### src/rtl/trbp_pkg.sv
`default_nettype none

package trbp_pkg;

  // Field tags on the result beat
  localparam logic [3:0] FC_TYPE       = 4'd0;
  localparam logic [3:0] FC_SENDER     = 4'd1;
  localparam logic [3:0] FC_AMT_FLAG   = 4'd2;
  localparam logic [3:0] FC_AMT_ASSET  = 4'd3;
  localparam logic [3:0] FC_FEE_FLAG   = 4'd4;
  localparam logic [3:0] FC_FEE_ASSET  = 4'd5;
  localparam logic [3:0] FC_TIMESTAMP  = 4'd6;
  localparam logic [3:0] FC_AMOUNT     = 4'd7;
  localparam logic [3:0] FC_FEE        = 4'd8;
  localparam logic [3:0] FC_RECIPIENT  = 4'd9;
  localparam logic [3:0] FC_ATT_LEN    = 4'd10;
  localparam logic [3:0] FC_ATTACHMENT = 4'd11;
  localparam logic [3:0] FC_IGNORED    = 4'd12;

  // Record status codes
  localparam logic [1:0] ST_BUSY       = 2'd0;
  localparam logic [1:0] ST_ACCEPTED   = 2'd1;
  localparam logic [1:0] ST_BAD_ALIAS  = 2'd2;
  localparam logic [1:0] ST_ATT_LONG   = 2'd3;

  // Configuration register indexes
  localparam logic [1:0] CFG_ALIAS_MIN = 2'd0;
  localparam logic [1:0] CFG_ALIAS_MAX = 2'd1;
  localparam logic [1:0] CFG_ATT_MAX   = 2'd2;

  // Register reset values
  localparam logic [15:0] ALIAS_MIN_RST = 16'd4;
  localparam logic [15:0] ALIAS_MAX_RST = 16'd30;
  localparam logic [15:0] ATT_MAX_RST   = 16'd140;

  // Field sizes in bytes
  localparam logic [15:0] KEY_BYTES        = 16'd32;
  localparam logic [15:0] RECIP_ADDR_BYTES = 16'd26;
  localparam logic [15:0] NUMBER_BYTES     = 16'd8;
  localparam logic [15:0] ALIAS_HDR_BYTES  = 16'd4;
  localparam logic [15:0] ATT_LEN_BYTES    = 16'd2;

  typedef struct packed {
    logic [15:0] alias_min;
    logic [15:0] alias_max;
    logic [15:0] att_max;
  } cfg_t;

  typedef struct packed {
    logic [7:0] data_byte;
    logic       sof;
  } in_beat_t;

  typedef struct packed {
    logic [3:0]  field_code;
    logic [15:0] byte_position;
    logic [7:0]  echoed_byte;
    logic [63:0] number_value;
    logic        number_ready;
    logic [1:0]  parse_status;
  } result_t;

endpackage

`default_nettype wire

### src/rtl/trbp_cfg_regs.sv
`default_nettype none

module trbp_cfg_regs (
  input  wire logic           clk,
  input  wire logic           rst_n,
  input  wire logic           cfg_valid,
  output logic                cfg_ready,
  input  wire logic [1:0]     cfg_index,
  input  wire logic [15:0]    cfg_data,
  output trbp_pkg::cfg_t      cfg
);
  import trbp_pkg::*;

  cfg_t cfg_r, cfg_nxt;

  // Writes are always taken; an index past the list is dropped
  assign cfg_ready = 1'b1;

  always_comb begin
    cfg_nxt = cfg_r;
    if (cfg_valid) begin
      case (cfg_index)
        CFG_ALIAS_MIN: cfg_nxt.alias_min = cfg_data;
        CFG_ALIAS_MAX: cfg_nxt.alias_max = cfg_data;
        CFG_ATT_MAX:   cfg_nxt.att_max   = cfg_data;
        default:       cfg_nxt = cfg_r;
      endcase
    end
  end

  always_ff @(posedge clk) begin
    if (!rst_n) begin
      cfg_r <= '{alias_min: ALIAS_MIN_RST, alias_max: ALIAS_MAX_RST, att_max: ATT_MAX_RST};
    end else begin
      cfg_r <= cfg_nxt;
    end
  end

  assign cfg = cfg_r;

endmodule

`default_nettype wire

### src/rtl/trbp_in_stage.sv
`default_nettype none

module trbp_in_stage (
  input  wire logic                clk,
  input  wire logic                rst_n,
  input  wire logic                in_valid,
  output logic                     in_ready,
  input  wire trbp_pkg::in_beat_t  in_beat,
  input  wire logic                advance,
  output logic                     held_valid,
  output trbp_pkg::in_beat_t       held_beat
);
  import trbp_pkg::*;

  logic     vld_r;
  in_beat_t beat_r;

  // Free when empty or when the held beat moves on this cycle
  assign in_ready = !vld_r || advance;

  always_ff @(posedge clk) begin
    if (!rst_n) begin
      vld_r <= 1'b0;
    end else if (in_ready) begin
      vld_r <= in_valid;
    end
  end

  always_ff @(posedge clk) begin
    if (in_valid && in_ready) begin
      beat_r <= in_beat;
    end
  end

  assign held_valid = vld_r;
  assign held_beat  = beat_r;

endmodule

`default_nettype wire

### src/rtl/trbp_field_fsm.sv
`default_nettype none

module trbp_field_fsm (
  input  wire logic                clk,
  input  wire logic                rst_n,
  input  wire logic                advance,
  input  wire trbp_pkg::in_beat_t  beat,
  input  wire trbp_pkg::cfg_t      cfg,
  output trbp_pkg::result_t        res
);
  import trbp_pkg::*;

  // Parse phases
  localparam logic [3:0] PH_IDLE     = 4'd0;
  localparam logic [3:0] PH_SENDER   = 4'd1;
  localparam logic [3:0] PH_AFLAG    = 4'd2;
  localparam logic [3:0] PH_AASSET   = 4'd3;
  localparam logic [3:0] PH_FFLAG    = 4'd4;
  localparam logic [3:0] PH_FASSET   = 4'd5;
  localparam logic [3:0] PH_TS       = 4'd6;
  localparam logic [3:0] PH_AMOUNT   = 4'd7;
  localparam logic [3:0] PH_FEE      = 4'd8;
  localparam logic [3:0] PH_RECIP    = 4'd9;
  localparam logic [3:0] PH_ADDRESS  = 4'd10;
  localparam logic [3:0] PH_ALIASHDR = 4'd11;
  localparam logic [3:0] PH_ALIAS    = 4'd12;
  localparam logic [3:0] PH_ATTLEN   = 4'd13;
  localparam logic [3:0] PH_ATTACH   = 4'd14;

  logic [3:0]  phase_r, phase_nxt;
  logic [15:0] cnt_r, cnt_nxt;
  logic [15:0] pend_r, pend_nxt;
  logic [63:0] acc_r, acc_nxt;

  logic [15:0] cnt_inc;
  logic [63:0] acc_shift;
  logic [15:0] hdr_len;
  logic [7:0]  b;
  logic        flag_set;

  assign b         = beat.data_byte;
  assign cnt_inc   = cnt_r + 16'd1;
  assign acc_shift = {acc_r[55:0], b};
  assign hdr_len   = (cnt_r >= 16'd2) ? {pend_r[7:0], b} : pend_r;
  assign flag_set  = (b == 8'd1);

  // Per-byte tagging and next state
  always_comb begin
    res = '{field_code: FC_IGNORED, byte_position: 16'd0, echoed_byte: b,
            number_value: 64'd0, number_ready: 1'b0, parse_status: ST_BUSY};
    phase_nxt = phase_r;
    cnt_nxt   = cnt_r;
    pend_nxt  = pend_r;
    acc_nxt   = acc_r;

    if (beat.sof) begin
      res.field_code = FC_TYPE;
      pend_nxt  = 16'd0;
      phase_nxt = PH_SENDER;
      cnt_nxt   = 16'd0;
      acc_nxt   = 64'd0;
    end else begin
      case (phase_r)
        PH_SENDER, PH_AASSET, PH_FASSET: begin
          res.field_code    = (phase_r == PH_SENDER) ? FC_SENDER :
                              (phase_r == PH_AASSET) ? FC_AMT_ASSET : FC_FEE_ASSET;
          res.byte_position = cnt_r;
          cnt_nxt = cnt_inc;
          if (cnt_inc >= KEY_BYTES) begin
            phase_nxt = (phase_r == PH_SENDER) ? PH_AFLAG :
                        (phase_r == PH_AASSET) ? PH_FFLAG : PH_TS;
            cnt_nxt   = 16'd0;
            acc_nxt   = 64'd0;
          end
        end
        PH_AFLAG: begin
          res.field_code = FC_AMT_FLAG;
          phase_nxt = flag_set ? PH_AASSET : PH_FFLAG;
          cnt_nxt   = 16'd0;
          acc_nxt   = 64'd0;
        end
        PH_FFLAG: begin
          res.field_code = FC_FEE_FLAG;
          phase_nxt = flag_set ? PH_FASSET : PH_TS;
          cnt_nxt   = 16'd0;
          acc_nxt   = 64'd0;
        end
        PH_TS, PH_AMOUNT, PH_FEE: begin
          res.field_code    = (phase_r == PH_TS)     ? FC_TIMESTAMP :
                              (phase_r == PH_AMOUNT) ? FC_AMOUNT : FC_FEE;
          res.byte_position = cnt_r;
          res.number_value  = acc_shift;
          acc_nxt = acc_shift;
          cnt_nxt = cnt_inc;
          if (cnt_inc >= NUMBER_BYTES) begin
            res.number_ready = 1'b1;
            phase_nxt = (phase_r == PH_TS)     ? PH_AMOUNT :
                        (phase_r == PH_AMOUNT) ? PH_FEE : PH_RECIP;
            cnt_nxt   = 16'd0;
            acc_nxt   = 64'd0;
          end
        end
        PH_RECIP: begin
          // First recipient byte picks address or alias form
          res.field_code = FC_RECIPIENT;
          pend_nxt  = 16'd0;
          phase_nxt = flag_set ? PH_ADDRESS : PH_ALIASHDR;
          cnt_nxt   = 16'd1;
          acc_nxt   = 64'd0;
        end
        PH_ADDRESS: begin
          res.field_code    = FC_RECIPIENT;
          res.byte_position = cnt_r;
          cnt_nxt = cnt_inc;
          if (cnt_inc >= RECIP_ADDR_BYTES) begin
            phase_nxt = PH_ATTLEN;
            cnt_nxt   = 16'd0;
            acc_nxt   = 64'd0;
          end
        end
        PH_ALIASHDR: begin
          // Last two header bytes carry the alias length, big-endian
          res.field_code    = FC_RECIPIENT;
          res.byte_position = cnt_r;
          pend_nxt = hdr_len;
          cnt_nxt  = cnt_inc;
          if (cnt_inc >= ALIAS_HDR_BYTES) begin
            cnt_nxt = 16'd0;
            acc_nxt = 64'd0;
            if (hdr_len < cfg.alias_min || hdr_len > cfg.alias_max) begin
              res.parse_status = ST_BAD_ALIAS;
              phase_nxt = PH_IDLE;
            end else if (hdr_len == 16'd0) begin
              phase_nxt = PH_ATTLEN;
            end else begin
              phase_nxt = PH_ALIAS;
            end
          end
        end
        PH_ALIAS: begin
          // Positions run on from the header and wrap at 16 bits
          res.field_code    = FC_RECIPIENT;
          res.byte_position = cnt_r + ALIAS_HDR_BYTES;
          cnt_nxt = cnt_inc;
          if (cnt_inc >= pend_r) begin
            phase_nxt = PH_ATTLEN;
            cnt_nxt   = 16'd0;
            acc_nxt   = 64'd0;
          end
        end
        PH_ATTLEN: begin
          res.field_code    = FC_ATT_LEN;
          res.byte_position = cnt_r;
          res.number_value  = acc_shift;
          acc_nxt = acc_shift;
          cnt_nxt = cnt_inc;
          if (cnt_inc >= ATT_LEN_BYTES) begin
            res.number_ready = 1'b1;
            pend_nxt = acc_shift[15:0];
            cnt_nxt  = 16'd0;
            acc_nxt  = 64'd0;
            if (acc_shift[15:0] > cfg.att_max) begin
              res.parse_status = ST_ATT_LONG;
              phase_nxt = PH_IDLE;
            end else if (acc_shift[15:0] == 16'd0) begin
              res.parse_status = ST_ACCEPTED;
              phase_nxt = PH_IDLE;
            end else begin
              phase_nxt = PH_ATTACH;
            end
          end
        end
        PH_ATTACH: begin
          res.field_code    = FC_ATTACHMENT;
          res.byte_position = cnt_r;
          cnt_nxt = cnt_inc;
          if (cnt_inc >= pend_r) begin
            res.parse_status = ST_ACCEPTED;
            phase_nxt = PH_IDLE;
            cnt_nxt   = 16'd0;
            acc_nxt   = 64'd0;
          end
        end
        default: begin
          // Idle, or an unused code: byte ignored
          phase_nxt = PH_IDLE;
        end
      endcase
    end
  end

  // Parser state moves once per beat handed on
  always_ff @(posedge clk) begin
    if (!rst_n) begin
      phase_r <= PH_IDLE;
      cnt_r   <= 16'd0;
      pend_r  <= 16'd0;
      acc_r   <= 64'd0;
    end else if (advance) begin
      phase_r <= phase_nxt;
      cnt_r   <= cnt_nxt;
      pend_r  <= pend_nxt;
      acc_r   <= acc_nxt;
    end
  end

endmodule

`default_nettype wire

### src/rtl/trbp_out_stage.sv
`default_nettype none

module trbp_out_stage (
  input  wire logic               clk,
  input  wire logic               rst_n,
  input  wire logic               load,
  input  wire trbp_pkg::result_t  res_in,
  output logic                    has_space,
  output logic                    out_valid,
  input  wire logic               out_ready,
  output trbp_pkg::result_t       res_out
);
  import trbp_pkg::*;

  logic    vld_r;
  result_t res_r;

  // Room when empty or when the current beat leaves this cycle
  assign has_space = !vld_r || out_ready;

  always_ff @(posedge clk) begin
    if (!rst_n) begin
      vld_r <= 1'b0;
    end else if (has_space) begin
      vld_r <= load;
    end
  end

  always_ff @(posedge clk) begin
    if (load) begin
      res_r <= res_in;
    end
  end

  assign out_valid = vld_r;
  assign res_out   = res_r;

endmodule

`default_nettype wire

### src/rtl/transfer_record_byte_parser.sv
// Each input beat passes the input register, then the result register; the tagging logic
// between them runs once per byte. Throughput: one byte per cycle when nothing stalls.
// Backpressure on the result side stalls the input register, which stalls in_ready.
// Reset (rst_n low, synchronous): parser idle, counters and accumulator cleared, both
// stages empty, registers back to alias 4..30 bytes and attachment limit 140 bytes.
`default_nettype none

module transfer_record_byte_parser (
  input  wire logic        clk,
  input  wire logic        rst_n,
  input  wire logic        in_valid,
  output logic             in_ready,
  input  wire logic [7:0]  in_data_byte,
  input  wire logic        in_start_of_frame,
  output logic             out_valid,
  input  wire logic        out_ready,
  output logic [3:0]       out_field_code,
  output logic [15:0]      out_byte_position,
  output logic [7:0]       out_echoed_byte,
  output logic [63:0]      out_number_value,
  output logic             out_number_ready,
  output logic [1:0]       out_parse_status,
  input  wire logic        cfg_valid,
  output logic             cfg_ready,
  input  wire logic [1:0]  cfg_index,
  input  wire logic [15:0] cfg_data
);
  import trbp_pkg::*;

  cfg_t     cfg;
  in_beat_t in_beat;
  in_beat_t held_beat;
  logic     held_valid;
  logic     has_space;
  logic     advance;
  result_t  res_comb;
  result_t  res_q;

  assign in_beat = '{data_byte: in_data_byte, sof: in_start_of_frame};

  // Held beat moves to the result register when there is room
  assign advance = held_valid && has_space;

  trbp_cfg_regs u_cfg (
    .clk       (clk),
    .rst_n     (rst_n),
    .cfg_valid (cfg_valid),
    .cfg_ready (cfg_ready),
    .cfg_index (cfg_index),
    .cfg_data  (cfg_data),
    .cfg       (cfg)
  );

  trbp_in_stage u_in (
    .clk        (clk),
    .rst_n      (rst_n),
    .in_valid   (in_valid),
    .in_ready   (in_ready),
    .in_beat    (in_beat),
    .advance    (advance),
    .held_valid (held_valid),
    .held_beat  (held_beat)
  );

  trbp_field_fsm u_fsm (
    .clk     (clk),
    .rst_n   (rst_n),
    .advance (advance),
    .beat    (held_beat),
    .cfg     (cfg),
    .res     (res_comb)
  );

  trbp_out_stage u_out (
    .clk       (clk),
    .rst_n     (rst_n),
    .load      (advance),
    .res_in    (res_comb),
    .has_space (has_space),
    .out_valid (out_valid),
    .out_ready (out_ready),
    .res_out   (res_q)
  );

  assign out_field_code    = res_q.field_code;
  assign out_byte_position = res_q.byte_position;
  assign out_echoed_byte   = res_q.echoed_byte;
  assign out_number_value  = res_q.number_value;
  assign out_number_ready  = res_q.number_ready;
  assign out_parse_status  = res_q.parse_status;

endmodule

`default_nettype wire

### config.mk
export PLATFORM = sky130hd
export DESIGN_NAME = transfer_record_byte_parser
export DESIGN_NICKNAME = d
export VERILOG_FILES = /design/src/rtl/trbp_pkg.sv /design/src/rtl/trbp_cfg_regs.sv /design/src/rtl/trbp_in_stage.sv /design/src/rtl/trbp_field_fsm.sv /design/src/rtl/trbp_out_stage.sv /design/src/rtl/transfer_record_byte_parser.sv
export SDC_FILE = /design/constraint.sdc
export NUM_CORES = 1
export LEC_CHECK = 0
export ABC_AREA = 1
export BUFFER_PORTS_ARGS = -buffer_cell sky130_fd_sc_hd__buf_2
export CAP_MARGIN = 20
export CORE_MARGIN = 10
export CORE_UTILIZATION = 60
export CTS_BUF_LIST = sky130_fd_sc_hd__clkbuf_2
export DETAILED_ROUTE_END_ITERATION = 10
export PLACE_DENSITY = 0.81
export SLEW_MARGIN = 20
export SYNTH_ARGS = -nofsm -noshare
export SYNTH_HDL_FRONTEND = slang
export SYNTH_SLANG_ARGS = --single-unit
### constraint.sdc
create_clock -name clk -period 9.3 [get_ports clk]
set_clock_uncertainty 0.15 [all_clocks]
set_input_delay 0.93 -clock clk [delete_from_list [all_inputs] [get_ports clk]]
set_output_delay 0.93 -clock clk [all_outputs]
set_load 0.01 [all_outputs]
==> results of run 1 <==
-- stage by stage --
step                       util  setup WS [ns]  instance area [sq um]  total power (W)  hold WS, ns
final                     0.677           4.29                  14300          0.00219       0.0568
after detailed placement  0.646           4.11                  13600          0.00149        0.308
after floorplan               -           1.57                  12900          0.00141        0.285
after global placement    0.646           4.26                  13600          0.00148        0.300
after CTS                 0.675           4.11                  14200          0.00221      0.00158
after global routing      0.677           3.82                  14300          0.00231      0.00566
-- placed cells by master, fill, tap and decap left out, drive strengths merged, types with 67 or more instances in the layout --
master	Yosys	layout
a21oi	183	183
buf	29	136
clkbuf	40	98
dfxtp	142	142
edfxtp	104	104
ha	67	67
inv	256	256
nand2	239	239
nor2	202	202
nor3	70	70
o21ai	103	103
-- worst max path at each step --
stage / endpoint / startpoint / slack (ns) / cells past startpoint
global route: u_out.res_out[1] / u_fsm.cnt_r[3] / 3.82 / 17
finish: u_out.res_out[1] / u_fsm.cnt_r[3] / 4.29 / 17
floorplan: u_fsm.cnt_r[12] / out_ready / 1.57 / 9
detailed placement: u_fsm.acc_r[20] / u_fsm.cnt_r[3] / 4.11 / 22
CTS: u_fsm.acc_r[20] / u_fsm.cnt_r[3] / 4.11 / 22
global placement: u_fsm.acc_r[22] / u_fsm.cnt_r[3] / 4.26 / 22
-- layout make-up --
class | instances | area [sq um] | area share
clock inverter | 18 | 80.1 | 0.00561
antenna | 2 | 5.00 | 0.000351
clock buffer | 98 | 490 | 0.0344
multi-input combinational | 1013 | 5660 | 0.396
sequential | 246 | 5970 | 0.418
timing repair buffer | 141 | 754 | 0.0529
inverter | 258 | 972 | 0.0681
tap | 275 | 344 | 0.0241
-- registers in the layout, indices dropped and copies added, names as in the netlist --
register         count
u_out.res_out       95
u_fsm.acc_r         56
u_cfg.cfg           48
u_fsm.cnt_r         16
u_fsm.pend_r        16
u_in.held_beat       9
u_fsm.phase_r        4
u_in.held_valid      1
u_out.out_valid      1
-- logic make-up (layout without fill, tap and decap cells) --
group	Yosys count	in the layout
AND/OR/NAND/NOR	599	599
AO/OA/AOI/OAI	336	336
flip-flops	246	246
adder cells (fa/ha/maj)	67	67
XOR/XNOR	10	10
other	1	3
buffers and inverters	327	515
-- report_power, final --
group	internal [W]	switching (W)	total, W
registers	0.00117	0.0000235	0.00120
clock network	0.000281	0.000444	0.000725
logic	0.0000908	0.000183	0.000273
total	0.00154	0.000650	0.00219
-- worst register-to-register path: cells and delay by family, from the launching register on --
| family | cells | cell delay [ns] |
|---|---|---|
| AO/OA/AOI/OAI | 4 | 1.46 |
| adder cells (fa/ha/maj) | 2 | 0.54 |
| buffers and inverters | 3 | 0.31 |
| flip-flops | 1 | 0.52 |
| AND/OR/NAND/NOR | 8 | 1.77 |
-- per-layer routing --
layer / wire length, um / vias to the layer above
met5: 0 / -
met4: 1070 / 0
met3: 2590 / 85
met2: 15600 / 432
met1: 14500 / 5158
li1: - / 5554
-- what timing repair did --
| action | in CTS | in global routing |
|---|---|---|
| hold endpoints to repair | 5 | 0 |
| setup buffers | 0 | 0 |
| hold buffers | 5 | 0 |
==> metrics.cfg, run 1 <==
[clock_tree]
htree_num_levels = 2
cts_tree = yes
clk_latency_ns = 0.92
cts-root-buf = clkbuf_2
cts_resized = 0
max-clock-path-buffers = 3
worst_setup_hold_path_clk_slew_ns = 0.10
clkSinkCount = 246
cts_buffers = 61

[worst_setup_path]
worstSetupEndpointType = flip-flop
worst-path-max-fanout = 30
crit_path_max_incr_delay_ns = 0.70
rr_endpoint = u_out.res_out[1]
timing_worst_setup_path_type = reg -> reg
number_of_buffer_and_inverter_stages_on_the_critical_path = 3
worst-r2r-cell-count = 17
critical_path_source_type = flip-flop
worst_ep_arrival_time_ns = 5.43
critical_path.slowest_cell = nand3_1
r2r_setup_slack_ns = 4.29
worst_r2r_startpoint = u_fsm.cnt_r[3]
cp_data_required_time_ns = 9.72
worstPathCellList = inv_1 -> ha_1 -> nand2_1 -> nand2_1 -> nor2_1 -> nand3_1 -> o21ai_0 -> inv_1 -> ha_1 -> inv_1 -> nor4_1 -> nand4_1 -> o21ai_0 -> o21ai_0 -> nand2_1 -> nand3_1 -> a21oi_1
worst_path_dominant_cell_family = simple AND/OR/NAND/NOR gates

[logic_synthesis]
synth_top_family_by_area = simple AND/OR/NAND/NOR gates
unique_cell_type_count_in_the_yosys_netlist = 48
synth_area_sq_mm = 0.0129
synth_commonest_cells = inv_1 (248), nand2_1 (231), a21oi_1 (182)
synthesis.nets = 1685
syn_area_per_cell_sq_um = 8.15
simple_gate_fraction_of_synth_area = 0.225
yosys_most_used_dff = dfxtp_1
synth.top_cell.area_share = 0.242
async_reset_ff_frac = 0
post_synth_fa_ha_maj_area_fraction = 0.0649
synth-compound-area-share = 0.139
synthesis.instances = 1586
synthesis.yosys.warnings = 0
synth_enable_flop_cells = 104
most_frequent_cell_after_synthesis = inv_1
muxShareOfSynthArea = 0
register_area_share_after_synthesis = 0.462
synth_xor_xnor_area_share = 0.00736
synthDominantAreaCellType = edfxtp_1
post_synth_main_area_contributors = edfxtp_1 (24%), dfxtp_1 (22%), inv_1 (7.2%), a21oi_1 (7.1%), nand2_1 (6.7%)
synth-seq-cells = 246

[detailed_routing]
drtPass1Iterations = 5
detail_route.wl_per_cell_um = 16.5
vias_per_cell = 5.47
drc = 0
dr_total_vias = 11200
drtIter0Drc = 982
final_antenna_net_count = 0
drt_wl_total_um = 33700

[worst_hold_path]
hold_path_startpoint = in_data_byte[3]
hp-class = in -> reg
holdPathEnd = u_in.held_beat[4]
hold_path_depth = 1

[sta]
max_freq_ghz = 0.200
final_hold_viol_count = 0
final_max_slew_viol_count = 0
rsz0062_at_grt = false
period_needed_ns = 5.01
worst_slew_pin_slew_ns = 1.10
timing.max_slew.rel_slack = 0.265
finalSetupViolations = 0
layout_worst_path_cycle_share = 0.538
tns_ns = 0

[die]
core_region_area_sq_mm = 0.0211
core.rowCount = 53
die_height_um = 167
initial_utilization = 0.613
die-area_sq_mm = 0.0278
die_w_um = 167
design.portCount = 130

[cells_and_area]
finish.cell_count_without_fillers = 2051
final_net_count = 1820
drive_above_1_share = 0.200
area.growth.synth_to_final_pct = 10.5
filler_cell_count = 1843

[status]
outcome = finished, final reports clean

[place]
port_buffers = 128
numPlacedInstances = 1927
globalplace.congestion = 0.937
post-dp-hpwl_um = 24500

[pwr]
vdd_drop_max_mv = 0.105
powerDensity_mw_per_mm2 = 154
power_leakage_nw = 6.57

[global_routing]
met1_grt_util = 0.306
wire_length_of_the_first_global_routing_pass_um = 55400
globalRouteMet3Util = 0.0579
antenna_found_initial = 1
grt_use_met2 = 0.379
track_usage = 0.237
largest_net_degree_at_the_start_of_global_routing = 78
grt_pass1_vias = 10900
grt-busiest-layer = met2
overflow = 0

[flow_run]
max-cap-violations = 0

(Power assumes the default switching activity.)
==> run 2, diff against run 1 <==
- clock period: 9.3 -> 5.2 ns (I/O delays scaled with it)
==> run 2 against run 1 <==
  * Critical endpoint is now u_fsm.phase_r[3]
  * Fmax grew 17%
  * Highest routed layer unchanged
  * Critical path depth is 1 higher
  * Power is 79% higher
==> metrics.cfg, run 2 (synthesis results as in run 1) <==
[detailed_routing]
drtPass1Iterations = 6  ; +1
final_antenna_net_count = 0  ; unchanged
vias_per_cell = 5.49  ; +0.24%
dr_total_vias = 11500  ; +2.1%
drtIter0Drc = 935  ; -4.8%
drt_wl_total_um = 35200  ; +4.2%
detail_route.wl_per_cell_um = 16.8  ; +2.3%
drc = 0  ; unchanged

[status]
outcome = finished, final reports clean

[worst_hold_path]
hp-class = in -> reg

[worst_setup_path]
r2r_setup_slack_ns = 0.92  ; -3.38 ns
worst-path-max-fanout = 17  ; -43%
rr_endpoint = u_fsm.phase_r[3]
critical_path.startpoint = u_fsm.cnt_r[3]
worstPathCellList = inv_1 -> ha_1 -> nand2_1 -> nand2_1 -> nor2_1 -> nand3_1 -> buf_4 -> o21ai_0 -> inv_1 -> ha_1 -> nand2_1 -> nor4_1 -> nand4_1 -> o21ai_0 -> nand3_1 -> nand3_1 -> nand2_1 -> a21oi_1
cp_data_required_time_ns = 5.83  ; -3.89 ns
timing_worst_setup_path_type = reg -> reg
worstSetupEndpointType = flip-flop
critical_path_source_type = flip-flop
worst-r2r-cell-count = 18  ; +1
worstSetupEndpoint = u_fsm.phase_r[3]
critical_path.slowest_cell = dfxtp_1
worst_ep_arrival_time_ns = 4.91  ; -0.52 ns
worst_r2r_startpoint = u_fsm.cnt_r[3]
crit_path_max_incr_delay_ns = 0.51  ; -0.19 ns
critical-path-top-cell-by-count = nand2_1

[sta]
period_needed_ns = 4.28  ; -0.723 ns
worst_slew_pin_slew_ns = 1.04  ; -0.0661 ns
max_freq_ghz = 0.233  ; +17%
finalSetupViolations = 0  ; unchanged
tns_ns = 0  ; unchanged
rsz0062_at_grt = false
final_hold_viol_count = 0  ; unchanged
layout_worst_path_cycle_share = 0.824  ; +0.285
timing.max_slew.rel_slack = 0.309  ; +0.0440
final_max_slew_viol_count = 0  ; unchanged

[cells_and_area]
layout.cells.most_common = inv_1
finish.cell_count_without_fillers = 2089  ; +1.9%
regArea_sq_mm = 0.00597  ; unchanged
filler_cell_count = 1769  ; -4.0%
flip_flop_count_of_the_largest_register_after_layout = 95  ; unchanged
area.growth.synth_to_final_pct = 13.3
drive_above_1_share = 0.193  ; -0.00751
multiInputGateArea_sq_mm = 0.00565  ; -0.11%
final_net_count = 1860  ; +2.2%
layout.cells.most_common_list = inv_1 (248), nand2_1 (231), a21oi_1 (181), nor2_1 (165), dfxtp_1 (142)

[die]
die_w_um = 167  ; unchanged
core_region_area_sq_mm = 0.0211  ; unchanged
initial_utilization = 0.613  ; unchanged
design.portCount = 130  ; unchanged
die_height_um = 167  ; unchanged
core.rowCount = 53  ; unchanged
die-area_sq_mm = 0.0278  ; unchanged

[clock_tree]
worst_setup_hold_path_clk_slew_ns = 0.11  ; about the same
clkSinkCount = 246  ; unchanged
htree_num_levels = 2  ; unchanged
cts-root-buf = clkbuf_2
clk_latency_ns = 0.89  ; -0.03 ns
cts_buffers = 61  ; unchanged
cts_resized = 0  ; unchanged
max-clock-path-buffers = 3  ; unchanged
cts_tree = yes

[global_routing]
track_usage = 0.242  ; +0.00472
grt_pass1_vias = 10900  ; -0.45%
largest_net_degree_at_the_start_of_global_routing = 78  ; unchanged
wire_length_of_the_first_global_routing_pass_um = 56600  ; +2.2%
overflow = 0  ; unchanged
antenna_found_initial = 2  ; +1

[flow_run]
max-cap-violations = 0  ; unchanged

[place]
numPlacedInstances = 1931  ; +0.21%
globalplace.congestion = 0.938  ; +0.14%
port_buffers = 128  ; unchanged
post-dp-hpwl_um = 24200  ; -0.88%

[pwr]
powerDensity_mw_per_mm2 = 268  ; +74%
power_leakage_nw = 6.69  ; +1.9%
vdd_drop_max_mv = 0.225  ; +110%
post_layout_power_w = 0.00393  ; +79%

-- run 2: worst min path at each step --
stage / start / end / slack (ns) / depth (start not counted)
floorplan: u_cfg.cfg[10] / u_cfg.cfg[10] / 0.29 / 2
global placement: u_cfg.cfg[46] / u_cfg.cfg[46] / 0.30 / 2
detailed placement: u_cfg.cfg[46] / u_cfg.cfg[46] / 0.31 / 2
CTS: rst_n / u_cfg.cfg[35] / 0.06 / 4
global route: rst_n / u_fsm.pend_r[8] / 0.1 / 4
finish: rst_n / u_cfg.cfg[19] / 0.13 / 3
-- run 2: metrics by stage --
| stage | area (sq um) | hold slack (ns) | setup WS [ns] | utilization |
|---|---|---|---|---|
| 2_1_floorplan | 12900 | 0.285 | 0.140 | - |
| 3_3_place_gp | 13700 | 0.302 | 1.17 | 0.647 |
| 3_5_place_dp | 13700 | 0.306 | 1.04 | 0.647 |
| 4_1_cts | 14600 | 0.0554 | 0.969 | 0.693 |
| 5_1_grt | 14600 | 0.0965 | 0.586 | 0.694 |
| 6_report | 14600 | 0.126 | 0.916 | 0.694 |
-- run 2: what timing repair did --
item | in CTS | in global routing
hold buffers | 42 | 0
setup endpoints to repair | 0 | 0
setup buffers | 0 | 0
hold endpoints to repair | 59 | 0
-- run 2: worst max-delay path, delay by kind of cell, from the launching register on --
kind                     cells  cell delay (ns)
AND/OR/NAND/NOR             10             1.60
flip-flops                   1             0.51
AO/OA/AOI/OAI                3             0.82
buffers and inverters        3             0.55
adder cells (fa/ha/maj)      2             0.53
-- run 2: where the power goes --
group / internal, W / leakage, nW / switching [W]
sequential: 0.00210 / 2.18 / 0.0000478
clock: 0.000476 / 0.422 / 0.000796
combinational: 0.000180 / 4.09 / 0.000330
total: 0.00275 / 6.69 / 0.00117
-- run 2: layer usage --
metal  GRT usage  up-vias  share of wire
met1       0.310     5228           0.42
met2       0.390      528           0.46
li1            -     5618              -
met4      0.0974        0          0.036
met3      0.0515       90          0.079
met5           0        -              0
-- run 2: cell type report --
cell class / count / area share
Antenna cell: 2 / 0.000342
Clock buffer: 91 / 0.0311
Clock inverter: 23 / 0.00667
Inverter: 258 / 0.0664
Multi-Input combinational cell: 1013 / 0.386
Sequential cell: 246 / 0.408
Tap cell: 275 / 0.0235
Timing Repair Buffer: 181 / 0.0781
